File: src/hw/rtl/tpss_pkg.sv
// Shared types and constants of the time-phased slot scheduler.
// Used by the channel interfaces, the divider and the top level; depends on nothing.
package tpss_pkg;

  localparam int DATA_W         = 32;
  localparam int PORT_W         = 3;
  localparam int MAX_SLOTS_DEF  = 16;
  localparam int PORT_COUNT_DEF = 8;

  typedef enum logic [1:0] {
    KIND_REGISTERED = 2'd0,
    KIND_REJECTED   = 2'd1,
    KIND_DISPATCH   = 2'd2,
    KIND_MISSED     = 2'd3
  } kind_t;

  typedef enum logic [2:0] {
    ERR_NO_CYCLE = 3'd0,
    ERR_FULL     = 3'd1,
    ERR_ORDER    = 3'd2,
    ERR_BEYOND   = 3'd3,
    ERR_CTX_SMALL = 3'd4,
    ERR_OVERFLOW = 3'd5
  } err_t;

  // One row of the slot table.
  typedef struct packed {
    logic [PORT_W-1:0] port;
    logic [DATA_W-1:0] start;
    logic [DATA_W-1:0] length;
    logic [DATA_W-1:0] context_val;
    logic              windowed;
  } slot_entry_t;

endpackage

File: src/hw/rtl/tpss_div.sv
// Restoring divider, one quotient bit per cycle, shared by the scheduler.
// Depends on tpss_pkg for the data width.
module tpss_div (
  input  logic                        clk,
  input  logic                        rst,
  input  logic                        start,
  input  logic [tpss_pkg::DATA_W-1:0] dividend,
  input  logic [tpss_pkg::DATA_W-1:0] divisor,
  output logic                        done,
  output logic [tpss_pkg::DATA_W-1:0] quotient,
  output logic [tpss_pkg::DATA_W-1:0] remainder
);
  localparam int W  = tpss_pkg::DATA_W;
  localparam int CW = $clog2(W + 1);

  logic          busy;
  logic [CW-1:0] count;
  logic [W-1:0]  dvsr;
  logic [W:0]    shifted;
  logic [W:0]    diff;

  assign shifted = {remainder, quotient[W-1]};
  assign diff    = shifted - {1'b0, dvsr};

  always_ff @(posedge clk) begin
    if (rst) begin
      busy  <= 1'b0;
      done  <= 1'b0;
      count <= '0;
    end else begin
      done <= 1'b0;
      if (start) begin
        busy      <= 1'b1;
        count     <= CW'(W);
        dvsr      <= divisor;
        quotient  <= dividend;
        remainder <= '0;
      end else if (busy) begin
        if (diff[W]) begin
          remainder <= shifted[W-1:0];
        end else begin
          remainder <= diff[W-1:0];
        end
        quotient <= {quotient[W-2:0], ~diff[W]};
        count    <= count - CW'(1);
        if (count == CW'(1)) begin
          busy <= 1'b0;
          done <= 1'b1;
        end
      end
    end
  end
endmodule

File: config.mk
export PLATFORM = sky130hd
export DESIGN_NAME = tpss_div
export DESIGN_NICKNAME = d
export VERILOG_FILES = /design/src/hw/rtl/tpss_pkg.sv /design/src/hw/rtl/tpss_div.sv
export SDC_FILE = /design/constraint.sdc
export NUM_CORES = 1
export LEC_CHECK = 0
export ABC_AREA = 0
export BUFFER_PORTS_ARGS = -buffer_cell sky130_fd_sc_hd__buf_4
export CAP_MARGIN = 20
export CORE_UTILIZATION = 46
export DETAILED_ROUTE_END_ITERATION = 10
export GPL_ROUTABILITY_DRIVEN = 0
export HOLD_SLACK_MARGIN = 0.1
export MAX_ROUTING_LAYER = met4
export PLACE_DENSITY = 0.66
export SYNTH_ARGS = -nofsm -noshare
export SYNTH_HDL_FRONTEND = slang
export SYNTH_SLANG_ARGS = --single-unit
File: constraint.sdc
create_clock -name clk -period 4.95 [get_ports clk]
set_input_delay 0.2475 -clock clk [delete_from_list [all_inputs] [get_ports clk]]
set_output_delay 0.2475 -clock clk [all_outputs]
set_load 0.02 [all_outputs]
==> results.md <==
- The utilization after layout is approximately three fifths.
- After detailed routing, the number of remaining DRC violations is 0.
- The count of pins over their slew limit is 0.
- The largest stage delay on the critical path is 0.64 ns.
- Gates resized during post-CTS repair numbered 0.
- The via count is 4923.
- Clock tree synthesis inserted a total of 9 buffers.
- Once the floorplan was initialized, standard cells occupied 47.0% of the core.
- The number of distinct library cells after synthesis is 60.
- The mean post-synth cell area is about 11 um^2.
- The synthesized design contains 104 register bits.
- The area growth from synthesis to layout is 27.9%.
- In the post-synthesis netlist, the biggest area contributors are edfxtp_1 46%, ha_1 6.8%, mux2_2 5.6%.
- After synthesis, the share of flip-flops with an asynchronous set or reset is 0%.
- The final layout net count is 824.
- The count of buffers from port buffering is about 130.
- The number of cells on the worst hold path is 2.
- The core area is 0.0132 mm^2.
- The maximum fanout along the worst path is 12.
- On the critical path the largest part of the delay comes from compound AO/OA/AOI/OAI gates.
- The type of the worst setup path is register to register.
- The worst hold margin is 0.189 ns.
- Setup repair after global routing left no endpoint under its margin.
- Setup violations remaining at the end of the flow were counted as 0.
- After layout, the worst path uses approximately three quarters of the clock period.
- The largest net degree at the start of global routing is 66.
- The row count is 42.
- Data arrives at the worst endpoint at 3.88 ns.
- For this design the static power due to leakage is 3.30 nW.
- Leaving out fill and tap cells, the most frequent cells in the layout are 136 x buf_4, 96 x edfxtp_1, 51 x nor2_1, 45 x inv_1, 35 x a21oi_1.
- After detailed routing, the total wire length is 15300 um.
- The boundary pin count is 132.
- The flow ran to the end, and the final reports show no timing, DRC or antenna violations.
- The total congestion overflow is 0.
- The first routing iteration left 316 violations.
- The number of buffer and inverter instances along the worst setup path is 1.
- The number of global-route vias before repair is 4963.
- The number of diodes is 0.
- The worst reg-to-reg setup slack is 1.18 ns.
- The length of the first detailed-routing pass in iterations is 5.
- In this run the critical register-to-register path is launched from quotient[31]$_DFFE_PP_.
- Cells with a size suffix above 1 make up 27.0% of the layout.
- The nature of the critical path startpoint is a register.
- The net count of the mapped netlist is 670.
- The worst hold path begins at dividend[24].
- The highest achievable clock rate is 266 MHz.
- Leaving out fill and tap cells, the most frequent cell in the layout is buf_4.
- The type of the worst min-delay path is input pin to register.
- The primary flip-flop cell chosen by synthesis mapping is edfxtp_1.
- For the worst setup path, the data required time is a little over 5 ns.
- The endpoint class of the critical path is a register.
- The final routed wire length divided by cell count is roughly 17 um.
- The detail route stage leaves a number of antenna-violating nets equal to 0.
- The height of the chip is 118 um.
- The final clock skew is ~0.010 ns.
- In this run the horizontal extent of the chip is approximately 120 um.
- The power per cell area is 332 mW/mm^2.
- The number of cell instances on the worst register-to-register path is 11.
- Dividing the detail-routed via count by the number of cells gives 5.45.
- The netlist area before placement is 0.00623 mm^2.
- The clock tree from TritonCTS is yes.
- Counting the fill cells in the layout gives 1132.
- The cell accounting for the most synthesized area is edfxtp_1.
- The H-tree generated during clock tree synthesis spans 3 levels.
- The later pin in the worst-skew pair is clocked with a latency of between 0.3 and 0.4 ns.
- After clock tree synthesis, the clock-pin slew on the worst setup and hold paths is 0.07 ns.
- The die covers between 0.01 and 0.015 mm^2.
- In the global route stage, overall resource usage came out at 23.2%.
- The path with the worst hold slack has its endpoint at quotient[24]$_DFFE_PP_.
- The detailed placement HPWL is 11200 um.
- The count of flip-flops with a built-in enable after synthesis is 96.
- The Yosys step of the flow raised 0 warnings.
- The cell count after synthesis is 568.
- The worst-case IR drop observed on VDD is 226 uV.
- The clock period minus final worst setup slack is 3.77 ns.
- The area taken by flip-flops and latches is 0.00304 mm^2.
- CTS saw 104 sinks.
- The final count of hold timing violations is 0.
- The summed negative setup slack over all endpoints is 0 ns.
- The share of the synthesized area in the top cell type is 46.3%.
- Traced cell by cell, the critical path runs through inv_1 -> ha_1 -> fa_1 -> nand2b_1 -> a21o_1 -> a31o_2 -> a211oi_1 -> o31ai_2 -> or3_1 -> and2_1 -> o21a_1.
- The pin slew with the least headroom to its limit is 0.881 ns.
- No sink is reached through more buffers than the 2 on the longest clock path.
- The initial antenna violation count is 0.
- The slowest stage of the critical path is the or3_1 cell.
- In this run the critical register-to-register path is captured at remainder[26]$_SDFFCE_PP0P_.
- The root cell of the clock tree is clkbuf_16.
- The sequential element share of the synthesized area is ~50%.
- The multi-input combinational cells in the finished layout cover a total of 0.00288 mm^2.
- The global-route wire length before repair is 24700 um.
- The tool flagged a number of max-cap violations equal to 0.
- The worst pin sits at a relative slew slack of 41.2%.
-- kinds of logic (layout without fill, tap and decap cells) --
family	after synthesis	after routing	synth area share [%]
flops	104	104	48.8
xor+xnor	26	26	3.66
buf+inv	71	230	5.16
mux	48	48	8.33
fa+ha+maj	35	35	7.15
simple gates	150	150	11.6
compound gates	134	134	15.2
-- how the worst max path moves through the flow --
stage	from	cells past startpoint	slack [ns]	end
6_report	quotient[31]$_DFFE_PP_	11	1.18	remainder[26]$_SDFFCE_PP0P_
4_1_cts	quotient[31]$_DFFE_PP_	11	1.17	remainder[26]$_SDFFCE_PP0P_
2_1_floorplan	start	3	0.57	quotient[0]$_DFFE_PP_
3_3_place_gp	quotient[31]$_DFFE_PP_	11	1.30	remainder[26]$_SDFFCE_PP0P_
5_1_grt	quotient[31]$_DFFE_PP_	11	0.95	remainder[26]$_SDFFCE_PP0P_
3_5_place_dp	quotient[31]$_DFFE_PP_	11	1.20	remainder[26]$_SDFFCE_PP0P_
-- registers in the layout, summed over array words and instances, names as in the netlist --
signal and count:
quotient 32, count 6, dvsr 32, done 1
busy 1, remainder 32
-- area by class of cell --
type                    instances  share of cell area, %
flip-flops and latches        104                   38.2
multi-input cells             393                   36.2
repair buffers                169                   17.0
clock buffers                  11                   2.92
well taps                     176                   2.76
inverters                      45                   2.12
clock inverters                 5                  0.832
-- cell usage after synthesis, drive strengths merged, types with 4 or more instances --
cell / count
edfxtp: 96
nor2: 52
inv: 45
a21oi: 36
ha: 34
mux2: 31
nand2: 28
xnor2: 19
a211oi: 17
mux2i: 17
o21ai: 17
clkbuf: 16
nor3: 15
a21o: 10
buf: 10
nand3: 10
o21a: 10
dfxtp: 8
and3: 7
xor2: 7
and2: 5
nand2b: 5
nand4: 5
o211ai: 5
or3: 5
nand3b: 4
nor4: 4
o22ai: 4
o31a: 4
-- through the flow --
| step | cell area (um^2) | instances | worst slack (ns) | power, W |
|---|---|---|---|---|
| after floorplan | 6230 | 568 | 0.569 | 0.00169 |
| after global placement | 7340 | 854 | 1.30 | 0.00189 |
| after detailed placement | 7340 | 854 | 1.20 | 0.00191 |
| after CTS | 7970 | 903 | 1.17 | 0.00266 |
| after global routing | 7970 | 903 | 0.947 | 0.00277 |
| final | 7970 | 903 | 1.18 | 0.00265 |
-- power by group --
part	switching [W]	internal (W)
clock	0.000337	0.000398
sequential	0.0000444	0.00105
combinational	0.000456	0.000362
total	0.000837	0.00181
-- layer usage --
layer,global-route usage [%],wire length (um),vias up
li1,-,-,2410
met1,30.2,6960,2308
met2,36.3,7100,183
met3,4.63,931,22
met4,7.83,297,0
met5,-,0,-
-- timing repair --
action | 4_1_cts | 5_1_grt
endpoints found under the hold margin | 33 | 0
endpoints found under the setup margin | 0 | 0
hold buffers | 33 | 0
buffers inserted | 0 | 0
(Power assumes the default switching activity.)
