--- src/hw/rtl/tpss_ram.sv ---
// Generic single-write, single-read RAM with registered read data.
// No dependencies.
module tpss_ram #(
  parameter int WIDTH = 8,
  parameter int DEPTH = 16
) (
  input  logic                                         clk,
  input  logic                                         we,
  input  logic [((DEPTH > 1) ? $clog2(DEPTH) : 1)-1:0] waddr,
  input  logic [WIDTH-1:0]                             wdata,
  input  logic [((DEPTH > 1) ? $clog2(DEPTH) : 1)-1:0] raddr,
  output logic [WIDTH-1:0]                             rdata
);
  logic [WIDTH-1:0] mem [DEPTH];

  always_ff @(posedge clk) begin
    if (we) begin
      mem[waddr] <= wdata;
    end
    rdata <= mem[raddr];
  end
endmodule

--- config.mk ---
export PLATFORM = sky130hd
export DESIGN_NAME = tpss_ram
export DESIGN_NICKNAME = d
export VERILOG_FILES = /design/src/hw/rtl/tpss_ram.sv
export SDC_FILE = /design/constraint.sdc
export NUM_CORES = 1
export LEC_CHECK = 0
export BUFFER_PORTS_ARGS = -buffer_cell sky130_fd_sc_hd__buf_2
export CAP_MARGIN = 20
export CORE_ASPECT_RATIO = 2
export CORE_MARGIN = 8
export CORE_UTILIZATION = 60
export CTS_CLUSTER_SIZE = 8
export DETAILED_ROUTE_END_ITERATION = 12
export GPL_TIMING_DRIVEN = 0
export PLACE_DENSITY = 0.83
export SLEW_MARGIN = 40
export SYNTH_ARGS = -nofsm -noshare
export SYNTH_HDL_FRONTEND = slang
export SYNTH_SLANG_ARGS = --single-unit
--- constraint.sdc ---
create_clock -name clk -period 3.5 [get_ports clk]
set_clock_uncertainty 0.15 [all_clocks]
set_input_delay 0.175 -clock clk [delete_from_list [all_inputs] [get_ports clk]]
set_output_delay 0.175 -clock clk [all_outputs]
set_load 0.05 [all_outputs]
==> out/results.tsv, run 1 <==
metric	value	unit
yosysUniqueCellTypes	19	
core_area	8470	um2
crit_family	multiplexers	
wl_met2	5.53	mm
yosys-top-cells-area	edfxtp_1 (75%), mux4_2 (7.9%), mux4_1 (7.1%)	
pwr_density_cell	613	nW/um2
cp_cell_sequence	mux4_1, a22oi_1, nand2_1	
wire_per_inst	26.1	um
setup_viol	0	
areaGrowthSynthToFinish	16.7	%
tns	0	ns
r2r-end	rdata[0]	
wl_met3	720	um
syn_avg_cell_area	22.5	um2
grt_overflow	0	
grt_pass1_vias	2683	
grt_max_degree	17	
seq_power_share	49.8	%
status	finished, final reports clean	
rows	48	
syn_nets	247	
wl_met1	3.63	mm
fin_cells	388	
swShare	19.8	%
globalplace.congestion	0.725	
p_sw	728	uW
crit_type	flop to flop	
start_util	60.8	%
intPower	2950	uW
die-width	81.5	um
rsz0062_at_grt	false	
antenna_found_initial	0	
max_stage_delay	0.54	ns
yosysWarnings	0	
hp-class	primary input to flop	
synth_top_area_share	74.7	%
synth_top_cell_by_area	edfxtp_1	
cts_max_level	4	
max_slew.worst_pin.slew	0.806	ns
diodes	0	
period_share	45.6	%
crit_buf_inv	0	
design.die.area	12000	um2
max-slew-margin-rel	46.1	%
numCtsBuffers	17	
ff2ff_setup_slack	1.90	ns
post-cts-setup-buffer-count	0	
rr_worst_depth	3	
root_buffer	clkbuf_16	
drt-pass1-iter-count	5	
gr-usage-all-layers	18.9	%
post-dp-hpwl	6.54	mm
maxCapViolCount	0	
vdd_drop_max	0.495	mV
dp_cells	353	
cts_num_sinks	136	
drive_gt1_share	29.2	%
yosysSeqAreaShare	77.8	%
syn_area	5150	um2
finalPower	3680	uW
drc_errors	0	
worst-path-stages	3	
fmax	626	MHz
ctsResizeCount	0	
p_clk_share	44.4	%
r2r_start	mem[1][0]	
ys_ff_latch	136	
die-height	147	um
wl	10.1	mm
synth_cells	229	
vias_per_cell	6.34	
crit_start	mem[1][0]	
place.port_buffers	24	
critPathCapture	rdata[0]	
pwr-share-comb	5.8	%
crit_arrival	1.74	ns
hold_viol	0	
clk_pin_slew	0.05	ns
startpoint_type	flop	
grt_pass1_wl	15.3	mm
fin_crit	1.60	ns
via_count	2459	
fin_util	70.9	%
crit_path_top_delay_cell	mux4_1	
ios	26	
clockBufferDepth	2	
mostFrequentLayoutCell	edfxtp_1	
final_nets	293	
layout_common_cells	edfxtp_1 (128), buf_2 (27), mux4_2 (18)	
top_layer_used	met4	
ant_nets	0	
end_kind	flop	
p_leak	0.00204	uW
tritoncts	done	
slew_violations	0	
worstPathRequired	3.64	ns
clk_latency	0.42	ns
critPathMaxFanout	1	
drtIter0Drc	193	
==> cell families after synthesis <==
family	after synthesis	synth area share (%)
compound gates	16	2.33
buf+inv	10	1.68
flops	136	77.8
mux	32	15.0
simple gates	35	3.18
==> layout make-up <==
cell class                      count  area, um2
Buffer                             10       86.3
Clock buffer                       30        554
Clock inverter                      2       10.0
Fill cell                         482       2460
Multi-Input combinational cell     83       1080
Sequential cell                   136       4000
Tap cell                          100        125
Timing Repair Buffer               27        150
==> cells in the mapped netlist (all sizes together) <==
cell,number
nor3,4
or3b,1
nor2,13
edfxtp,128
clkdlybuf4s25,3
and2b,1
and2,1
buf,7
nand3,1
mux4,32
nor2b,1
dfxtp,8
a22oi,16
nand2b,2
nand3b,2
nand2,9
==> through the flow <==
| step | cell area [um2] | hold slack [ns] | worst slack (ns) |
|---|---|---|---|
| after floorplan | 5150 | 0.124 | 1.68 |
| after global placement | 5390 | 0.412 | 1.13 |
| after detailed placement | 5410 | 0.423 | 1.48 |
| after CTS | 6010 | 0.000738 | 1.88 |
| after global routing | 6010 | 0.0126 | 1.84 |
| final | 6010 | 0.0200 | 1.90 |
==> layer usage <==
metal	vias up	track usage [%]
li1	1061	-
met1	1247	21.0
met5	-	0
met3	21	7.47
met4	0	8.02
met2	130	30.7
==> what timing repair did <==
item,4_1_cts,5_1_grt
endpoints found under the hold margin,44,0
endpoints found under the setup margin,0,0
hold buffers,3,0
==> power by group through the flow <==
stage          registers, uW  clock network [uW]  logic, uW
2_1_floorplan           1900                   0       92.4
3_3_place_gp            1860                   0        199
3_5_place_dp            1860                   0        209
4_1_cts                 1830                1650        214
5_1_grt                 1840                1710        224
6_report                1830                1630        212
==> flip-flops by register name (all words and copies together) (netlist names) <==
register / cells
mem: 128
rdata: 8
==> how the worst min path moves through the flow <==
stage / from / end / slack, ns / cells past startpoint
finish: wdata[0] / mem[0][0] / 0.02 / 1
global route: wdata[4] / mem[3][4] / 0.01 / 1
CTS: wdata[4] / mem[1][4] / 0.0007 / 1
detailed placement: wdata[5] / mem[5][5] / 0.42 / 1
global placement: wdata[6] / mem[12][6] / 0.41 / 1
floorplan: wdata[0] / mem[0][0] / 0.12 / 0
(Power assumes the default switching activity.)
==> run 2: changes to the inputs <==
--- a/config.mk
+++ b/config.mk
@@ -5,15 +5,16 @@
 export SDC_FILE = /design/constraint.sdc
 export NUM_CORES = 1
 export LEC_CHECK = 0
+export ABC_AREA = 1
 export BUFFER_PORTS_ARGS = -buffer_cell sky130_fd_sc_hd__buf_2
 export CAP_MARGIN = 20
 export CORE_ASPECT_RATIO = 2
 export CORE_MARGIN = 8
-export CORE_UTILIZATION = 60
+export CORE_UTILIZATION = 55
 export CTS_CLUSTER_SIZE = 8
 export DETAILED_ROUTE_END_ITERATION = 12
 export GPL_TIMING_DRIVEN = 0
-export PLACE_DENSITY = 0.83
+export PLACE_DENSITY = 0.8
 export SLEW_MARGIN = 40
 export SYNTH_ARGS = -nofsm -noshare
 export SYNTH_HDL_FRONTEND = slang
==> constraint.sdc (replaced) <==
create_clock -name clk -period 1.45 [get_ports clk]
set_clock_uncertainty 0.15 [all_clocks]
set_input_delay 0.0725 -clock clk [delete_from_list [all_inputs] [get_ports clk]]
set_output_delay 0.0725 -clock clk [all_outputs]
set_load 0.05 [all_outputs]
==> out/results.tsv, run 2 <==
metric	value	unit
r2r-end	rdata[4]	
clk_latency	0.42	ns
maxCapViolCount	0	
max-slew-margin-rel	40.6	%
hold_viol	0	
min_to	rdata[2]	
synth_top_area_share	66.7	%
synth_cells	551	
r2r_start	mem[5][4]	
drive_gt1_share	11.5	%
ff2ff_setup_slack	0.24	ns
design_area	6670	um2
gr-usage-all-layers	20.9	%
grt_overflow	0	
rr_worst_depth	6	
numCtsBuffers	17	
holdCritStartpoint	raddr[1]	
start_util	55.7	%
wl	13.7	mm
via_count	3975	
drc_errors	0	
synth_edf_count	128	
grt_pass1_vias	4048	
fin_util	64.5	%
crit_path_top_delay_cell	dlygate4sd3_1	
critPathMaxFanout	10	
async_flop_share	0	%
synth_top_cell_by_area	edfxtp_1	
yosys.cell_count.top_type	nand2_1	
worstPathRequired	1.60	ns
cts_num_sinks	136	
startpoint_type	primary input	
areaGrowthSynthToFinish	15.7	%
yosysUniqueCellTypes	12	
clockBufferDepth	2	
place.port_buffers	22	
ctsResizeCount	0	
max_stage_delay	0.53	ns
crit_family	buffers and inverters	
rsz0062_at_grt	false	
wire_per_inst	18.2	um
tns	0	ns
yosysWarnings	0	
synth_flop_cell	edfxtp_1	
rows	53	
hp-class	primary input to flop	
post-dp-hpwl	8.83	mm
regArea	4000	um2
p_leak	0.00290	uW
die-height	161	um
ios	26	
mostFrequentLayoutCell	nand2_1	
crit_type	primary input to flop	
drtIter0Drc	313	
yosysSeqAreaShare	69.4	%
fmax	722	MHz
period_share	95.5	%
ys_ff_latch	136	
setup_viol	0	
status	finished, final reports clean	
multi_input_area	1210	um2
design.die.area	14200	um2
cp_cell_sequence	dlygate4sd3_1, buf_2, inv_1, buf_4, nand3_1, nand3_1, nand2_1	
globalplace.congestion	0.957	
syn_nets	569	
vdd_drop_max	0.987	mV
end_kind	flop	
yosys-top-cells-area	edfxtp_1 (67%), nand2_1 (11%), nand3_1 (8.4%)	
crit_arrival	1.54	ns
nFillCells	802	
vias_per_cell	5.29	
placed_cell_area	6050	um2
final_nets	620	
pwr_density_cell	1330	nW/um2
die-width	88.4	um
cts_max_level	4	
hold-path-cell-count	6	
grt_pass1_wl	21.2	mm
ant_nets	0	
crit_top_cell	nand3_1	
finalPower	8890	uW
clk_pin_slew	0.05	ns
top_register	mem	
drt-pass1-iter-count	5	
largest_reg_flops	128	
fin_crit	1.38	ns
root_buffer	clkbuf_16	
syn_avg_cell_area	10.5	um2
tritoncts	done	
timing.hold.ws	0.0947	ns
largestRegisters	mem (128), rdata (8)	
synth_top_cells_by_count	nand2_1 (173), edfxtp_1 (128), inv_1 (100), nand3_1 (97), nor2_1 (17)	
diodes	0	
antenna_found_initial	0	
slew_violations	0	
max_slew.worst_pin.slew	0.888	ns
grt_max_degree	17	
layout_common_cells	nand2_1 (173), edfxtp_1 (128), inv_1 (100)	
crit_buf_inv	4	
core_area	10300	um2
syn_area	5770	um2
-- run 2: cell types whose count changed after synthesis, sizes merged, moves of 2 or more --
cell	delta
buf	+17
a22oi	-16
nand2b	-2
nand2	+164
nand3	+96
nor3	-4
mux4	-32
clkdlybuf4s25	-3
inv	+102
nor2	+4
-- run 2: final cells by class --
class | instances | area share (%)
clock inverter | 11 | 1.24
sequential | 136 | 60.0
buffer | 24 | 2.49
clock buffer | 21 | 6.60
inverter | 102 | 5.74
tap | 137 | 2.57
multi-input combinational | 289 | 18.2
timing repair buffer | 32 | 3.15
-- run 2: worst max path at each step --
stage	start	to	slack, ns	cells after the start
3_3_place_gp	waddr[2]	mem[8][6]	-0.18	3
6_report	raddr[2]	rdata[4]	0.07	7
3_5_place_dp	waddr[2]	mem[8][6]	-0.20	3
5_1_grt	raddr[2]	rdata[4]	0.03	7
2_1_floorplan	waddr[2]	mem[10][0]	0.28	2
4_1_cts	raddr[2]	rdata[4]	0.1	7
-- run 2: report_power, final --
part	switching (uW)	leakage, uW	internal, uW
Combinational	492	0.00143	187
Sequential	21.8	0.00122	4400
Clock	1480	0.000247	2310
Total	1990	0.00290	6900
-- run 2: layer usage --
metal / global-route usage, % / up-vias / wire length [um]
met5: 0 / - / 0
met3: 5.99 / 42 / 990
met2: 33.3 / 215 / 6830
li1: - / 1873 / -
met1: 24.2 / 1845 / 5320
met4: 11.6 / 0 / 546
-- run 2: what timing repair did --
item                                   4_1_cts  5_1_grt
buffers inserted                             0        0
endpoints found under the hold margin      135        0
hold buffers                                10        0
-- run 2: metrics by stage --
stage,cells,setup WS [ns]
after global routing,752,0.0253
after global placement,710,-0.182
after floorplan,551,0.277
after CTS,752,0.0987
after detailed placement,710,-0.200
final,752,0.0655
-- run 2: kinds of logic (layout without fill, tap and decap cells) --
logic type             after synthesis  count (layout)  share of synthesized area (%)
buffers and inverters              126             190                           9.52
AND/OR/NAND/NOR                    289             289                           21.0
flip-flops                         136             136                           69.4
-- run 2: worst register-to-register path: stages (launching register included) --
cell      delay (ns)
edfxtp_1        0.35
inv_1           0.07
nand2_1         0.06
nand3_1         0.09
nand3_1         0.14
nand3_1         0.16
nand2_1         0.08
==> run 3: changes to the inputs <==
--- a/config.mk
+++ b/config.mk
@@ -15,6 +15,7 @@
 export DETAILED_ROUTE_END_ITERATION = 12
 export GPL_TIMING_DRIVEN = 0
 export PLACE_DENSITY = 0.8
+export REMOVE_ABC_BUFFERS = 1
 export SLEW_MARGIN = 40
 export SYNTH_ARGS = -nofsm -noshare
 export SYNTH_HDL_FRONTEND = slang
==> out/results.tsv, run 3 (synthesis results as in run 2) <==
metric	value	unit
status	finished, final reports clean	
worstPathRequired	1.34	ns
p_clk_share	46.2	%
min_to	rdata[5]	
crit_type	primary input to flop	
wire_per_inst	17.0	um
globalplace.congestion	0.770	
diodes	0	
ant_nets	0	
vias_per_cell	5.26	
intPower	7370	uW
p_sw	1970	uW
ios	26	
rows	53	
design_area	6620	um2
top_register	mem	
grt_pass1_wl	19.6	mm
crit_arrival	1.24	ns
grt_max_degree	66	
max-slew-margin-rel	43.6	%
rr_worst_depth	6	
grt_pass1_vias	3895	
ff2ff_setup_slack	0.27	ns
drc_errors	0	
core_area	10300	um2
numCtsBuffers	17	
root_buffer	clkbuf_16	
end_kind	flop	
finalPower	9340	uW
hold_viol	0	
rsz0062_at_grt	false	
clk_pin_slew	0.05	ns
fmax	739	MHz
cp_cell_sequence	buf_2, nand3b_1, nor2_1	
seq_power_share	47.3	%
slew_violations	0	
vdd_drop_max	1.15	mV
drtIter0Drc	349	
wl	12.4	mm
max_slew.worst_pin.slew	0.842	ns
fin_crit	1.35	ns
nFillCells	767	
holdCritStartpoint	raddr[2]	
r2r-end	rdata[7]	
pwr-share-comb	6.5	%
hold-path-cell-count	4	
dp_cells	689	
post-dp-hpwl	6.96	mm
antenna_found_initial	0	
r2r_start	mem[1][7]	
cts_max_level	4	
final_nets	598	
p_leak	0.00285	uW
mostFrequentLayoutCell	nand2_1	
hp-class	primary input to flop	
grt_overflow	0	
swShare	21.0	%
start_util	55.7	%
drive_gt1_share	10.3	%
critPathMaxFanout	8	
crit_path_top_delay_cell	nor2_1	
via_count	3841	
place.port_buffers	25	
clk_latency	0.41	ns
startpoint_type	primary input	
gr-usage-all-layers	18.7	%
largestRegisters	mem (128), rdata (8)	
areaGrowthSynthToFinish	14.7	%
placed_cell_area	5900	um2
largest_reg_flops	128	
cts_num_sinks	136	
timing.hold.ws	0.0306	ns
die-width	88.4	um
pwr_density_cell	1410	nW/um2
max_stage_delay	0.73	ns
tritoncts	done	
period_share	93.4	%
clockBufferDepth	2	
design.die.area	14200	um2
setup_viol	0	
fin_util	63.9	%
drt-pass1-iter-count	5	
post-cts-setup-buffer-count	0	
layout_common_cells	nand2_1 (173), edfxtp_1 (128), inv_1 (100)	
die-height	161	um
fin_cells	730	
maxCapViolCount	0	
run 3: stage by stage:
stage	worst slack [ns]	setup TNS [ns]
2_1_floorplan	0.247	0
3_3_place_gp	-1.27	-22.87
3_5_place_dp	-0.488	-22.01
4_1_cts	0.131	0
5_1_grt	0.0513	0
6_report	0.0961	0
run 3: how the worst max path moves through the flow:
stage	from	endpoint	slack, ns
6_report	waddr[2]	mem[9][3]	0.1
5_1_grt	waddr[2]	mem[9][0]	0.05
4_1_cts	raddr[0]	rdata[7]	0.13
3_5_place_dp	raddr[0]	rdata[1]	-0.49
2_1_floorplan	raddr[0]	rdata[2]	0.25
3_3_place_gp	raddr[0]	rdata[6]	-1.27
run 3: metal layers:
layer  share of wire, %  vias to the layer above  wire length (um)  track usage, %
met5                  0                        -                 0               0
met3                6.3                       22               783            4.55
met2                 54                      174              6650            31.9
met1                 38                     1813              4770            20.9
li1                   -                     1832                 -               -
met4                1.6                        0               200            8.53
run 3: power by group through the flow:
stage	registers, uW	logic, uW	clock network [uW]
global route	4430	664	4490
CTS	4420	601	4330
global placement	4490	558	0
floorplan	4590	237	0
detailed placement	4500	572	0
finish	4420	607	4310
run 3: final cells by class:
| type | count | area (um2) | area share (%) |
|---|---|---|---|
| clock buffers | 23 | 478 | 7.23 |
| clock inverters | 9 | 121 | 1.83 |
| inverters | 102 | 388 | 5.86 |
| multi-input cells | 289 | 1230 | 18.6 |
| flip-flops and latches | 136 | 4000 | 60.5 |
| well taps | 137 | 171 | 2.59 |
| repair buffers | 34 | 224 | 3.39 |
run 3: timing repair:
action | 4_1_cts | 5_1_grt
resized for setup | 2 | 1
hold buffers | 9 | 0
setup endpoints to repair | 8 | 4
endpoints found under the hold margin | 136 | 0
run 3: critical path, delay by kind of cell:
family,cells,cell delay (ns)
buffers and inverters,1,0.12
AND/OR/NAND/NOR,2,1.05
